## config.mk

```make
export PLATFORM = sky130hd
export DESIGN_NAME = encoder_position_speed_tracker
export DESIGN_NICKNAME = d
export VERILOG_FILES = /design/src/hdl/ept_pkg.sv /design/src/hdl/ept_div.sv /design/src/hdl/encoder_position_speed_tracker.sv
export SDC_FILE = /design/constraint.sdc
export NUM_CORES = 2
export LEC_CHECK = 0
export ABC_AREA = 0
export BUFFER_PORTS_ARGS = -buffer_cell sky130_fd_sc_hd__buf_2
export CORE_MARGIN = 2
export CORE_UTILIZATION = 65
export DETAILED_ROUTE_END_ITERATION = 8
export GPL_ROUTABILITY_DRIVEN = 0
export HOLD_SLACK_MARGIN = 0.06
export PLACE_DENSITY = 0.91
export SLEW_MARGIN = 5
export SYNTH_ARGS = -nofsm -noshare
export SYNTH_HDL_FRONTEND = slang
export SYNTH_SLANG_ARGS = --single-unit
```

## constraint.sdc

```tcl
create_clock -name clk -period 12.6 [get_ports clk]
set_input_delay 1.89 -clock clk [delete_from_list [all_inputs] [get_ports clk]]
set_output_delay 1.89 -clock clk [all_outputs]
set_load 0.03 [all_outputs]
```

## src/hdl/ept_pkg.sv

```systemverilog
// Shared types, constants and field offsets of the encoder position/speed tracker.
// Used by every module of the block. No dependencies.
`timescale 1ns / 1ps

package ept_pkg;

    // Input function codes (carried on s_tuser)
    typedef enum logic [1:0] {
        FUNC_POSITION = 2'd0,
        FUNC_SPEED    = 2'd1,
        FUNC_FAULT    = 2'd2,
        FUNC_NONE     = 2'd3
    } func_t;

    // Register indexes (paddr[2])
    localparam logic REG_COUNTS_PER_REV = 1'b0;
    localparam logic REG_ZERO_OFFSET    = 1'b1;

    localparam int CPR_RESET = 4096;

    // 6e9 = 2^32 + SPEED_SCALE_LO
    localparam logic [31:0] SPEED_SCALE_LO = 32'h65A0_BC00;
    localparam logic [9:0]  MS_TO_US       = 10'd1000;
    // floor(x / 100) = (x * RECIP_100) >> RECIP_SHIFT for any 32-bit x
    localparam logic [31:0] RECIP_100      = 32'h51EB_851F;
    localparam int          RECIP_SHIFT    = 37;
    localparam logic [7:0]  FAULT_LIMIT    = 8'd5;
    localparam logic [7:0]  TALLY_MAX      = 8'd255;

    localparam logic [63:0] SAT_NEG        = 64'h0000_0000_8000_0000;
    localparam logic [63:0] SAT_POS        = 64'h0000_0000_7FFF_FFFF;
    localparam logic [26:0] RPM_SAT_NEG    = 27'd32768;
    localparam logic [26:0] RPM_SAT_POS    = 27'd32767;

    // Serial divider widths
    localparam int NUM_W = 64;
    localparam int DEN_W = 48;
    localparam int STEP_W = $clog2(NUM_W);

    // Stream word widths
    localparam int S_TDATA_W = 56;
    localparam int S_TUSER_W = 2;
    localparam int M_TDATA_W = 184;

    // Result word field offsets
    localparam int OFS_ACC      = 0;
    localparam int OFS_POS      = 32;
    localparam int OFS_SPEED    = 64;
    localparam int OFS_RPM      = 96;
    localparam int OFS_MAG      = 112;
    localparam int OFS_INTERVAL = 144;
    localparam int OFS_UPDATED  = 176;
    localparam int OFS_FAULT    = 177;

    typedef struct packed {
        logic             start;
        logic [NUM_W-1:0] num;
        logic [DEN_W-1:0] den;
    } div_req_t;

    typedef struct packed {
        logic             done;
        logic [NUM_W-1:0] quo;
    } div_rsp_t;

endpackage

```

## src/hdl/ept_div.sv

```systemverilog
// Radix-2 restoring divider, one quotient bit per cycle, used by the speed path.
// Depends on ept_pkg for widths and the request/response structs.
`timescale 1ns / 1ps

module ept_div (
    input  logic              clk,
    input  logic              rst_n,
    input  ept_pkg::div_req_t req,
    output ept_pkg::div_rsp_t rsp
);
    import ept_pkg::*;

    logic [DEN_W:0]    rem_reg;
    logic [NUM_W-1:0]  quo_reg;
    logic [DEN_W-1:0]  den_reg;
    logic [STEP_W-1:0] step_reg;
    logic              busy_reg;
    logic              done_reg;

    logic [DEN_W:0]    shifted;
    logic [DEN_W+1:0]  diff;
    logic              fits;

    always_comb
    begin
        shifted = {rem_reg[DEN_W-1:0], quo_reg[NUM_W-1]};
        diff    = {1'b0, shifted} - {2'b00, den_reg};
        fits    = ~diff[DEN_W+1];
    end

    always_ff @(posedge clk or negedge rst_n)
    begin
        if (!rst_n)
        begin
            busy_reg <= 1'b0;
            done_reg <= 1'b0;
            step_reg <= '0;
        end
        else
        begin
            done_reg <= 1'b0;
            if (req.start)
            begin
                busy_reg <= 1'b1;
                step_reg <= '0;
            end
            else if (busy_reg)
            begin
                step_reg <= step_reg + STEP_W'(1);
                if (step_reg == STEP_W'(NUM_W - 1))
                begin
                    busy_reg <= 1'b0;
                    done_reg <= 1'b1;
                end
            end
        end
    end

    always_ff @(posedge clk)
    begin
        if (req.start)
        begin
            rem_reg <= '0;
            quo_reg <= req.num;
            den_reg <= req.den;
        end
        else if (busy_reg)
        begin
            rem_reg <= fits ? diff[DEN_W:0] : shifted;
            quo_reg <= {quo_reg[NUM_W-2:0], fits};
        end
    end

    assign rsp.done = done_reg;
    assign rsp.quo  = quo_reg;

endmodule

```

## src/hdl/encoder_position_speed_tracker.sv

```systemverilog
// Encoder position and speed tracker: 32-bit count extension, position and
// M-method speed in hundredths of rpm. Depends on ept_pkg and ept_div.
`timescale 1ns / 1ps
// Usage
//   Input stream s_*: s_tuser selects the function (position sample, sample
//   plus speed update, fault check); s_tdata carries the counter sample, the
//   millisecond tick and the trigger flag. Output stream m_*: one result word
//   per input word, holding the extended count, position, speed values and
//   the fault flag. APB port: counts_per_rev at 0x0, zero_offset at 0x4.
//   Write configuration only while the block is idle.
// Flow and throughput
//   Position, fault and unused words go from accept to the done state. A
//   speed word stops at the interval state if no time elapsed, and passes
//   product, rpm and round over a zero interval or zero counts_per_rev;
//   else it runs setup, 64 one-bit divider steps, rpm, rounding and output.
//   One word is in work at a time; s_tready is high only when idle.
// Reset
//   rst_n clears all tracking state, sets counts_per_rev to 4096 and
//   zero_offset to 0, and empties the output register.
// Stall
//   A finished word waits in the output register while m_tready is low; the
//   block still accepts the next word and holds its result until the output
//   register frees up.

module encoder_position_speed_tracker (
    input  logic                          clk,
    input  logic                          rst_n,
    input  logic                          s_tvalid,
    output logic                          s_tready,
    // [15:0] counter_sample, [47:16] tick_ms, [48] trigger_seen, [55:49] zero
    input  logic [ept_pkg::S_TDATA_W-1:0] s_tdata,
    // [1:0] func
    input  logic [ept_pkg::S_TUSER_W-1:0] s_tuser,
    output logic                          m_tvalid,
    input  logic                          m_tready,
    // [31:0] accumulated_count, [63:32] position, [95:64] speed_centi_rpm,
    // [111:96] whole_rpm, [143:112] pulse_magnitude, [175:144] interval_us,
    // [176] speed_updated, [177] fault, [183:178] zero
    output logic [ept_pkg::M_TDATA_W-1:0] m_tdata,
    input  logic                          psel,
    input  logic                          penable,
    input  logic                          pwrite,
    input  logic [2:0]                    paddr,
    input  logic [31:0]                   pwdata,
    output logic [31:0]                   prdata,
    output logic                          pready
);
    import ept_pkg::*;

    typedef enum logic [2:0] {
        ST_IDLE,
        ST_INTERVAL,
        ST_PRODUCT,
        ST_START,
        ST_DIVIDE,
        ST_RPM,
        ST_ROUND,
        ST_DONE
    } state_t;

    state_t        state_reg;

    logic [15:0]   cpr_reg;
    logic [31:0]   zero_offset_reg;

    logic [15:0]   last_sample_reg;
    logic [31:0]   ext_count_reg;
    logic [31:0]   count_last_reg;
    logic [31:0]   tick_last_reg;
    logic [31:0]   speed_reg;
    logic [15:0]   rpm_reg;
    logic [31:0]   mag_reg;
    logic [31:0]   interval_reg;
    logic [7:0]    tally_reg;
    logic          updated_reg;
    logic          neg_reg;
    logic          m_tvalid_reg;

    logic [31:0]   tick_in_reg;
    logic [47:0]   den_reg;
    logic [63:0]   prod_reg;
    logic [63:0]   rpm_prod_reg;
    logic [M_TDATA_W-1:0] m_tdata_reg;

    logic          accept;
    logic          cfg_write;
    logic          out_free;
    func_t         in_func;
    logic [15:0]   in_sample;
    logic          in_trigger;
    logic [15:0]   sample_diff;
    logic [31:0]   ext_count_next;
    logic [31:0]   elapsed;
    logic [41:0]   interval_full;
    logic [31:0]   delta;
    logic [31:0]   delta_mag;
    logic [63:0]   quo_sat;
    logic [31:0]   speed_next;
    logic [31:0]   speed_abs;
    logic [26:0]   rpm_whole;
    logic [15:0]   rpm_next;
    logic [31:0]   position;

    div_req_t      div_req;
    div_rsp_t      div_rsp;

    ept_div u_div (
        .clk   (clk),
        .rst_n (rst_n),
        .req   (div_req),
        .rsp   (div_rsp)
    );

    assign s_tready  = (state_reg == ST_IDLE);
    assign accept    = s_tvalid & s_tready;
    assign cfg_write = psel & penable & pwrite;
    assign out_free  = ~m_tvalid_reg | m_tready;
    assign pready    = 1'b1;
    assign m_tvalid  = m_tvalid_reg;
    assign m_tdata   = m_tdata_reg;

    always_comb
    begin
        in_func        = func_t'(s_tuser);
        in_sample      = s_tdata[15:0];
        in_trigger     = s_tdata[48];
        sample_diff    = in_sample - last_sample_reg;
        ext_count_next = ext_count_reg + {{16{sample_diff[15]}}, sample_diff};

        elapsed        = tick_in_reg - tick_last_reg;
        interval_full  = 42'(elapsed) * 42'(MS_TO_US);
        delta          = ext_count_reg - count_last_reg;
        delta_mag      = delta[31] ? (~delta + 32'd1) : delta;

        // Saturate the quotient, then apply the sign
        if (neg_reg)
        begin
            quo_sat    = (div_rsp.quo > SAT_NEG) ? SAT_NEG : div_rsp.quo;
            speed_next = ~quo_sat[31:0] + 32'd1;
        end
        else
        begin
            quo_sat    = (div_rsp.quo > SAT_POS) ? SAT_POS : div_rsp.quo;
            speed_next = quo_sat[31:0];
        end

        speed_abs = speed_reg[31] ? (~speed_reg + 32'd1) : speed_reg;
        rpm_whole = rpm_prod_reg[63:RECIP_SHIFT];
        if (speed_reg[31])
        begin
            rpm_next = ~((rpm_whole > RPM_SAT_NEG) ? RPM_SAT_NEG[15:0] : rpm_whole[15:0])
                       + 16'd1;
        end
        else
        begin
            rpm_next = (rpm_whole > RPM_SAT_POS) ? RPM_SAT_POS[15:0] : rpm_whole[15:0];
        end

        position = ext_count_reg - zero_offset_reg;

        div_req.start = (state_reg == ST_START);
        div_req.num   = prod_reg + {mag_reg, 32'd0};
        div_req.den   = den_reg;
    end

    always_comb
    begin
        unique case (paddr[2])
            REG_COUNTS_PER_REV: prdata = {16'd0, cpr_reg};
            REG_ZERO_OFFSET:    prdata = zero_offset_reg;
            default:            prdata = '0;
        endcase
    end

    always_ff @(posedge clk or negedge rst_n)
    begin
        if (!rst_n)
        begin
            cpr_reg         <= 16'(CPR_RESET);
            zero_offset_reg <= '0;
        end
        else if (cfg_write)
        begin
            unique case (paddr[2])
                REG_COUNTS_PER_REV: cpr_reg         <= pwdata[15:0];
                REG_ZERO_OFFSET:    zero_offset_reg <= pwdata;
                default:            ;
            endcase
        end
    end

    always_ff @(posedge clk or negedge rst_n)
    begin
        if (!rst_n)
        begin
            state_reg       <= ST_IDLE;
            last_sample_reg <= '0;
            ext_count_reg   <= '0;
            count_last_reg  <= '0;
            tick_last_reg   <= '0;
            speed_reg       <= '0;
            rpm_reg         <= '0;
            mag_reg         <= '0;
            interval_reg    <= '0;
            tally_reg       <= '0;
            updated_reg     <= 1'b0;
            neg_reg         <= 1'b0;
            m_tvalid_reg    <= 1'b0;
            m_tdata_reg     <= '0;
        end
        else
        begin
            // A word handed over in the done state is replaced there
            if (m_tvalid_reg && m_tready && state_reg != ST_DONE)
            begin
                m_tvalid_reg <= 1'b0;
            end

            unique case (state_reg)
                ST_IDLE:
                begin
                    if (accept)
                    begin
                        updated_reg <= 1'b0;
                        state_reg   <= ST_DONE;
                        case (in_func)
                            FUNC_POSITION, FUNC_SPEED:
                            begin
                                last_sample_reg <= in_sample;
                                ext_count_reg   <= ext_count_next;
                                if (in_func == FUNC_SPEED)
                                begin
                                    state_reg <= ST_INTERVAL;
                                end
                            end
                            FUNC_FAULT:
                            begin
                                if (in_trigger && tally_reg != TALLY_MAX)
                                begin
                                    tally_reg <= tally_reg + 8'd1;
                                end
                            end
                            default: ;
                        endcase
                    end
                end
                ST_INTERVAL:
                begin
                    if (elapsed == 32'd0)
                    begin
                        state_reg <= ST_DONE;
                    end
                    else
                    begin
                        neg_reg        <= delta[31];
                        mag_reg        <= delta_mag;
                        interval_reg   <= interval_full[31:0];
                        count_last_reg <= ext_count_reg;
                        tick_last_reg  <= tick_in_reg;
                        updated_reg    <= 1'b1;
                        state_reg      <= ST_PRODUCT;
                    end
                end
                ST_PRODUCT:
                begin
                    // Zero interval or zero counts per rev reads as standstill
                    if (cpr_reg == 16'd0 || interval_reg == 32'd0)
                    begin
                        speed_reg <= '0;
                        state_reg <= ST_RPM;
                    end
                    else
                    begin
                        state_reg <= ST_START;
                    end
                end
                ST_START:
                begin
                    state_reg <= ST_DIVIDE;
                end
                ST_DIVIDE:
                begin
                    if (div_rsp.done)
                    begin
                        speed_reg <= speed_next;
                        state_reg <= ST_RPM;
                    end
                end
                ST_RPM:
                begin
                    state_reg <= ST_ROUND;
                end
                ST_ROUND:
                begin
                    rpm_reg   <= rpm_next;
                    state_reg <= ST_DONE;
                end
                ST_DONE:
                begin
                    if (out_free)
                    begin
                        m_tvalid_reg <= 1'b1;
                        m_tdata_reg  <= {6'd0, (tally_reg > FAULT_LIMIT), updated_reg,
                                         interval_reg, mag_reg, rpm_reg, speed_reg,
                                         position, ext_count_reg};
                        state_reg    <= ST_IDLE;
                    end
                end
                default:
                begin
                    state_reg <= ST_IDLE;
                end
            endcase
        end
    end

    // Datapath registers, no reset needed
    always_ff @(posedge clk)
    begin
        if (accept)
        begin
            tick_in_reg <= s_tdata[47:16];
        end
        if (state_reg == ST_PRODUCT)
        begin
            den_reg  <= 48'(cpr_reg) * 48'(interval_reg);
            prod_reg <= 64'(mag_reg) * 64'(SPEED_SCALE_LO);
        end
        if (state_reg == ST_RPM)
        begin
            rpm_prod_reg <= 64'(speed_abs) * 64'(RECIP_100);
        end
    end

endmodule

```

==> tab_implementation.tex <==
\begin{tabular}{lr}
\hline
Metric & Value \\
\hline
\multicolumn{2}{l}{\textbf{Clock network}} \\
Root Buffer & sky130\_fd\_sc\_hd\_\_clkbuf\_16 \\
Count of instances resized after the clock tree is built & 0 \\
Count of H-tree levels built during CTS & 3 \\
Buffer depth of the longest clock path & 3 \\
Clock latency on the worst-skew pair & 0.76 ns \\
Number of buffers created by CTS & 87 \\
Post-CTS setup-driven buffer insertion count & 0 \\
Hold buffer count at CTS & 0 \\
Clock transition time at the flip-flop clock pins of the worst setup and hold paths & 0.06 ns \\
CTS tree & done \\
Sink Count & 779 \\
\multicolumn{2}{l}{\textbf{Floorplanning}} \\
Number of core rows & 135 \\
Initial Utilization & 0.654 \\
Die Area & 139,000 um\^{}2 \\
Die Wd & 373 um \\
Count of boundary I/O pins & 319 \\
Y dimension of the die & 373 um \\
Floorplan Core Area & 135,000 um\^{}2 \\
\multicolumn{2}{l}{\textbf{Finish}} \\
Nets@finish & 11,800 \\
Area growth from synthesis to layout & 6.91\% \\
Max FFs per register & 175 \\
Commonest cells after routing, fill and taps aside & sky130\_fd\_sc\_hd\_\_inv\_1, sky130\_fd\_sc\_hd\_\_nand2\_1, sky130\_fd\_sc\_hd\_\_fa\_1 \\
Ratio of cells with drive above 1 in the final layout & 0.0706 \\
Total of fill cells in the finished design & 8,648 \\
Commonest non-fill, non-tap cell in the layout & sky130\_fd\_sc\_hd\_\_inv\_1 \\
Cell area after layout & 94,600 um\^{}2 \\
Antenna cell count & 0 \\
\multicolumn{2}{l}{\textbf{Route}} \\
Number of nets still failing antenna checks after routing & 0 \\
Routed length per instance & 21.6 um \\
Number of design rule violations left after detail routing & 0 \\
Detailed-route via count & 69,900 \\
Number of vias per cell & 6.14 \\
Length of the first detailed-routing pass in iterations & 7 \\
Number of violations reported at the end of detailed-routing iteration 0 & 6,923 \\
Post-detailed-routing wire length & 246,000 um \\
\multicolumn{2}{l}{\textbf{Setup path}} \\
Kind of start point of the critical path & flip-flop \\
Worst path most repeated cell & sky130\_fd\_sc\_hd\_\_fa\_1 \\
FF-to-FF setup slack & 0.73 ns \\
Slowest CP cell & sky130\_fd\_sc\_hd\_\_a221oi\_1 \\
Critical path class & flip-flop to flip-flop \\
Delay of the slowest cell on the worst path & 1.11 ns \\
Maximum fanout along the worst path & 9 \\
First element of the critical path & speed\_reg[6]\$\_DFFE\_PN0P\_ \\
Critical path arrival & 12.32 ns \\
Crit Reg-Reg Startpoint & speed\_reg[6]\$\_DFFE\_PN0P\_ \\
Type of destination of the critical path & flip-flop \\
Data required time of the worst path & 13.05 ns \\
\multicolumn{2}{l}{\textbf{Synthesis}} \\
Share of synthesized flip-flops with an asynchronous set or reset & 0.598 \\
Post-synthesis cell count & 9,375 \\
Mean Syn Cell Area & 9.44 um\^{}2 \\
Synth Warn \# & 0 \\
Most frequently used flop master after synthesis & sky130\_fd\_sc\_hd\_\_dfrtp\_1 \\
Share of the yosys chip area belonging to registers & 0.232 \\
Count of flip-flops with a built-in enable after synthesis & 265 \\
Number of storage elements in the synthesis netlist & 779 \\
Post-synthesis instance area & 88,500 um\^{}2 \\
Cell taking the most area after synthesis & sky130\_fd\_sc\_hd\_\_fa\_1 \\
Count of cell types in the netlist & 100 \\
Area fraction of the dominant cell type after synthesis & 0.244 \\
Dominant cells by area after synthesis & sky130\_fd\_sc\_hd\_\_fa\_1, sky130\_fd\_sc\_hd\_\_ha\_1, sky130\_fd\_sc\_hd\_\_dfrtp\_1 \\
\multicolumn{2}{l}{\textbf{Global routing}} \\
Overall track demand over capacity in global routing & 0.355 \\
Met2 capacity usage during global routing & 0.585 \\
Busiest layer in global routing & met2 \\
Wire length of the first global-routing pass & 392,000 um \\
Via count of the first global-routing pass & 75,300 \\
Grt met1 use & 0.400 \\
Antenna violations before repair & 7 \\
Pin count of the biggest net entering global routing & 167 \\
Met3 routing resource usage after global routing & 0.105 \\
Total overflow reported by the global router & 0 \\
\multicolumn{2}{l}{\textbf{Status}} \\
Run status & completed \\
\multicolumn{2}{l}{\textbf{Timing}} \\
Shortest period the worst path allows & 11.87 ns \\
Worst-Margin Slew & 1.35 ns \\
Number of pins with negative max-slew slack in the final report & 0 \\
Sum Neg Setup Slack & 0 ns \\
Unrepaired setup endpoints after global routing & false \\
Relative slew slack & 0.0988 \\
Final setup skew & 0.0856 ns \\
Period utilisation layout & 0.942 \\
Highest clock frequency the design can meet & 84.3 MHz \\
\# setup viols final & 0 \\
Number of hold violations in the final report & 0 \\
\multicolumn{2}{l}{\textbf{Placement}} \\
Instance area after placement & 91,600 um\^{}2 \\
PortBufs & 299 \\
Post-DP HPWL & 191,000 um \\
\multicolumn{2}{l}{\textbf{Hold path}} \\
Min-Delay Path Class & flip-flop to flip-flop \\
Hold wc startpoint & den\_reg[34]\$\_DFFE\_PP\_ \\
\multicolumn{2}{l}{\textbf{Power and ir drop}} \\
VDD IR-drop max & 0.000141 V \\
Pwr per Cell Area & 62.1 nW/um\^{}2 \\
Final total power & 5.87 mW \\
Leakage component of the power & 50.3 nW \\
\multicolumn{2}{l}{\textbf{Run}} \\
Number of violations of the max-capacitance limit & 0 \\
\hline
\end{tabular}
-- where the power goes --
| part | internal (mW) | switching (mW) |
|---|---|---|
| Clock | 1.54 | 1.15 |
| Sequential | 2.64 | 0.0799 |
| Combinational | 0.139 | 0.327 |
-- metal layers --
metal	wire, um	part of all wire
met1	83800	0.34
met2	115000	0.47
met3	27400	0.11
met4	19300	0.079
met5	68	0.00028
-- cell type report --
class,instances,area (um^2),area share
timing repair buffer,366,2020,0.0214
clock inverter,51,593,0.00627
clock buffer,113,2430,0.0257
sequential,779,20600,0.217
inverter,1807,6780,0.0717
tap,1781,2230,0.0235
multi-input combinational,6493,60000,0.634
-- cell families after synthesis --
kind of cell / share of synthesized area
AND/OR/NAND/NOR: 0.114
adder cells (fa/ha/maj): 0.396
buffers and inverters: 0.0908
AO/OA/AOI/OAI: 0.104
flip-flops: 0.232
XOR/XNOR: 0.0449
multiplexers: 0.0189
other: 0.0000848
-- worst max-delay path, delay by kind of cell, from the launching register on --
kind                       cells  cell delay (ns)
DFF                            1             0.44
buffers and inverters          5             0.35
and+or+nand+nor                8             2.51
xor gates and xnor gates       3             1.20
AOI/OAI and AO/OA              8             3.44
adders and majority gates      8             3.70
-- synthesized netlist by cell type (10+ instances only) --
master,instances
sky130_fd_sc_hd__inv_1,1802
sky130_fd_sc_hd__nand2_1,1245
sky130_fd_sc_hd__fa_1,1078
sky130_fd_sc_hd__ha_1,1074
sky130_fd_sc_hd__o21ai_0,486
sky130_fd_sc_hd__dfrtp_1,465
sky130_fd_sc_hd__a21oi_1,372
sky130_fd_sc_hd__nor2_1,295
sky130_fd_sc_hd__xnor2_1,282
sky130_fd_sc_hd__edfxtp_1,265
sky130_fd_sc_hd__clkbuf_1,246
sky130_fd_sc_hd__a21o_1,184
sky130_fd_sc_hd__xor2_1,170
sky130_fd_sc_hd__and2_1,166
sky130_fd_sc_hd__mux2_2,94
sky130_fd_sc_hd__nand3_1,83
sky130_fd_sc_hd__nand2b_1,75
sky130_fd_sc_hd__nor3_1,75
sky130_fd_sc_hd__a31oi_1,59
sky130_fd_sc_hd__nor2b_1,56
sky130_fd_sc_hd__o21a_1,50
sky130_fd_sc_hd__o21bai_1,49
sky130_fd_sc_hd__dfxtp_1,48
sky130_fd_sc_hd__nand4_1,48
sky130_fd_sc_hd__o31ai_1,43
sky130_fd_sc_hd__mux2_1,41
sky130_fd_sc_hd__or3_1,39
sky130_fd_sc_hd__nor4_1,37
sky130_fd_sc_hd__and3_1,36
sky130_fd_sc_hd__a211oi_1,33
sky130_fd_sc_hd__or2_2,30
sky130_fd_sc_hd__o22ai_1,26
sky130_fd_sc_hd__buf_1,22
sky130_fd_sc_hd__o211ai_1,22
sky130_fd_sc_hd__buf_2,15
sky130_fd_sc_hd__buf_4,15
sky130_fd_sc_hd__mux2i_1,15
sky130_fd_sc_hd__or4_1,15
sky130_fd_sc_hd__a221oi_1,13
sky130_fd_sc_hd__o41ai_1,12
sky130_fd_sc_hd__a21boi_0,11
sky130_fd_sc_hd__o21ai_1,11
sky130_fd_sc_hd__a41oi_1,10
-- through the flow --
| step | setup slack [ns] | util | hold WS [ns] | cells |
|---|---|---|---|---|
| final | 0.733 | 0.700 | 0.418 | 11400 |
| after floorplan | 3.52 | - | 0.400 | 9383 |
| after detailed placement | 1.23 | 0.677 | 0.405 | 11200 |
| after CTS | 1.18 | 0.700 | 0.418 | 11400 |
| after global placement | 1.63 | 0.677 | 0.401 | 11200 |
| after global routing | 0.497 | 0.700 | 0.421 | 11400 |
-- path summary, 6_finish.rpt --
check / endpoint / depth (start not counted)
worst min-delay path: u_div.den_reg[34]$_DFFE_PP_ / 0
min in group asynchronous: ext_count_reg[28]$_DFFE_PN0P_ / 1
worst max register to register: rpm_prod_reg[62]$_DFFE_PP_ / 32
worst max-delay path: rpm_prod_reg[62]$_DFFE_PP_ / 32
worst min register to register: u_div.den_reg[34]$_DFFE_PP_ / 0
max in group asynchronous: m_tdata[2]$_DFFE_PN0P_ / 3
(Power assumes the default switching activity.)
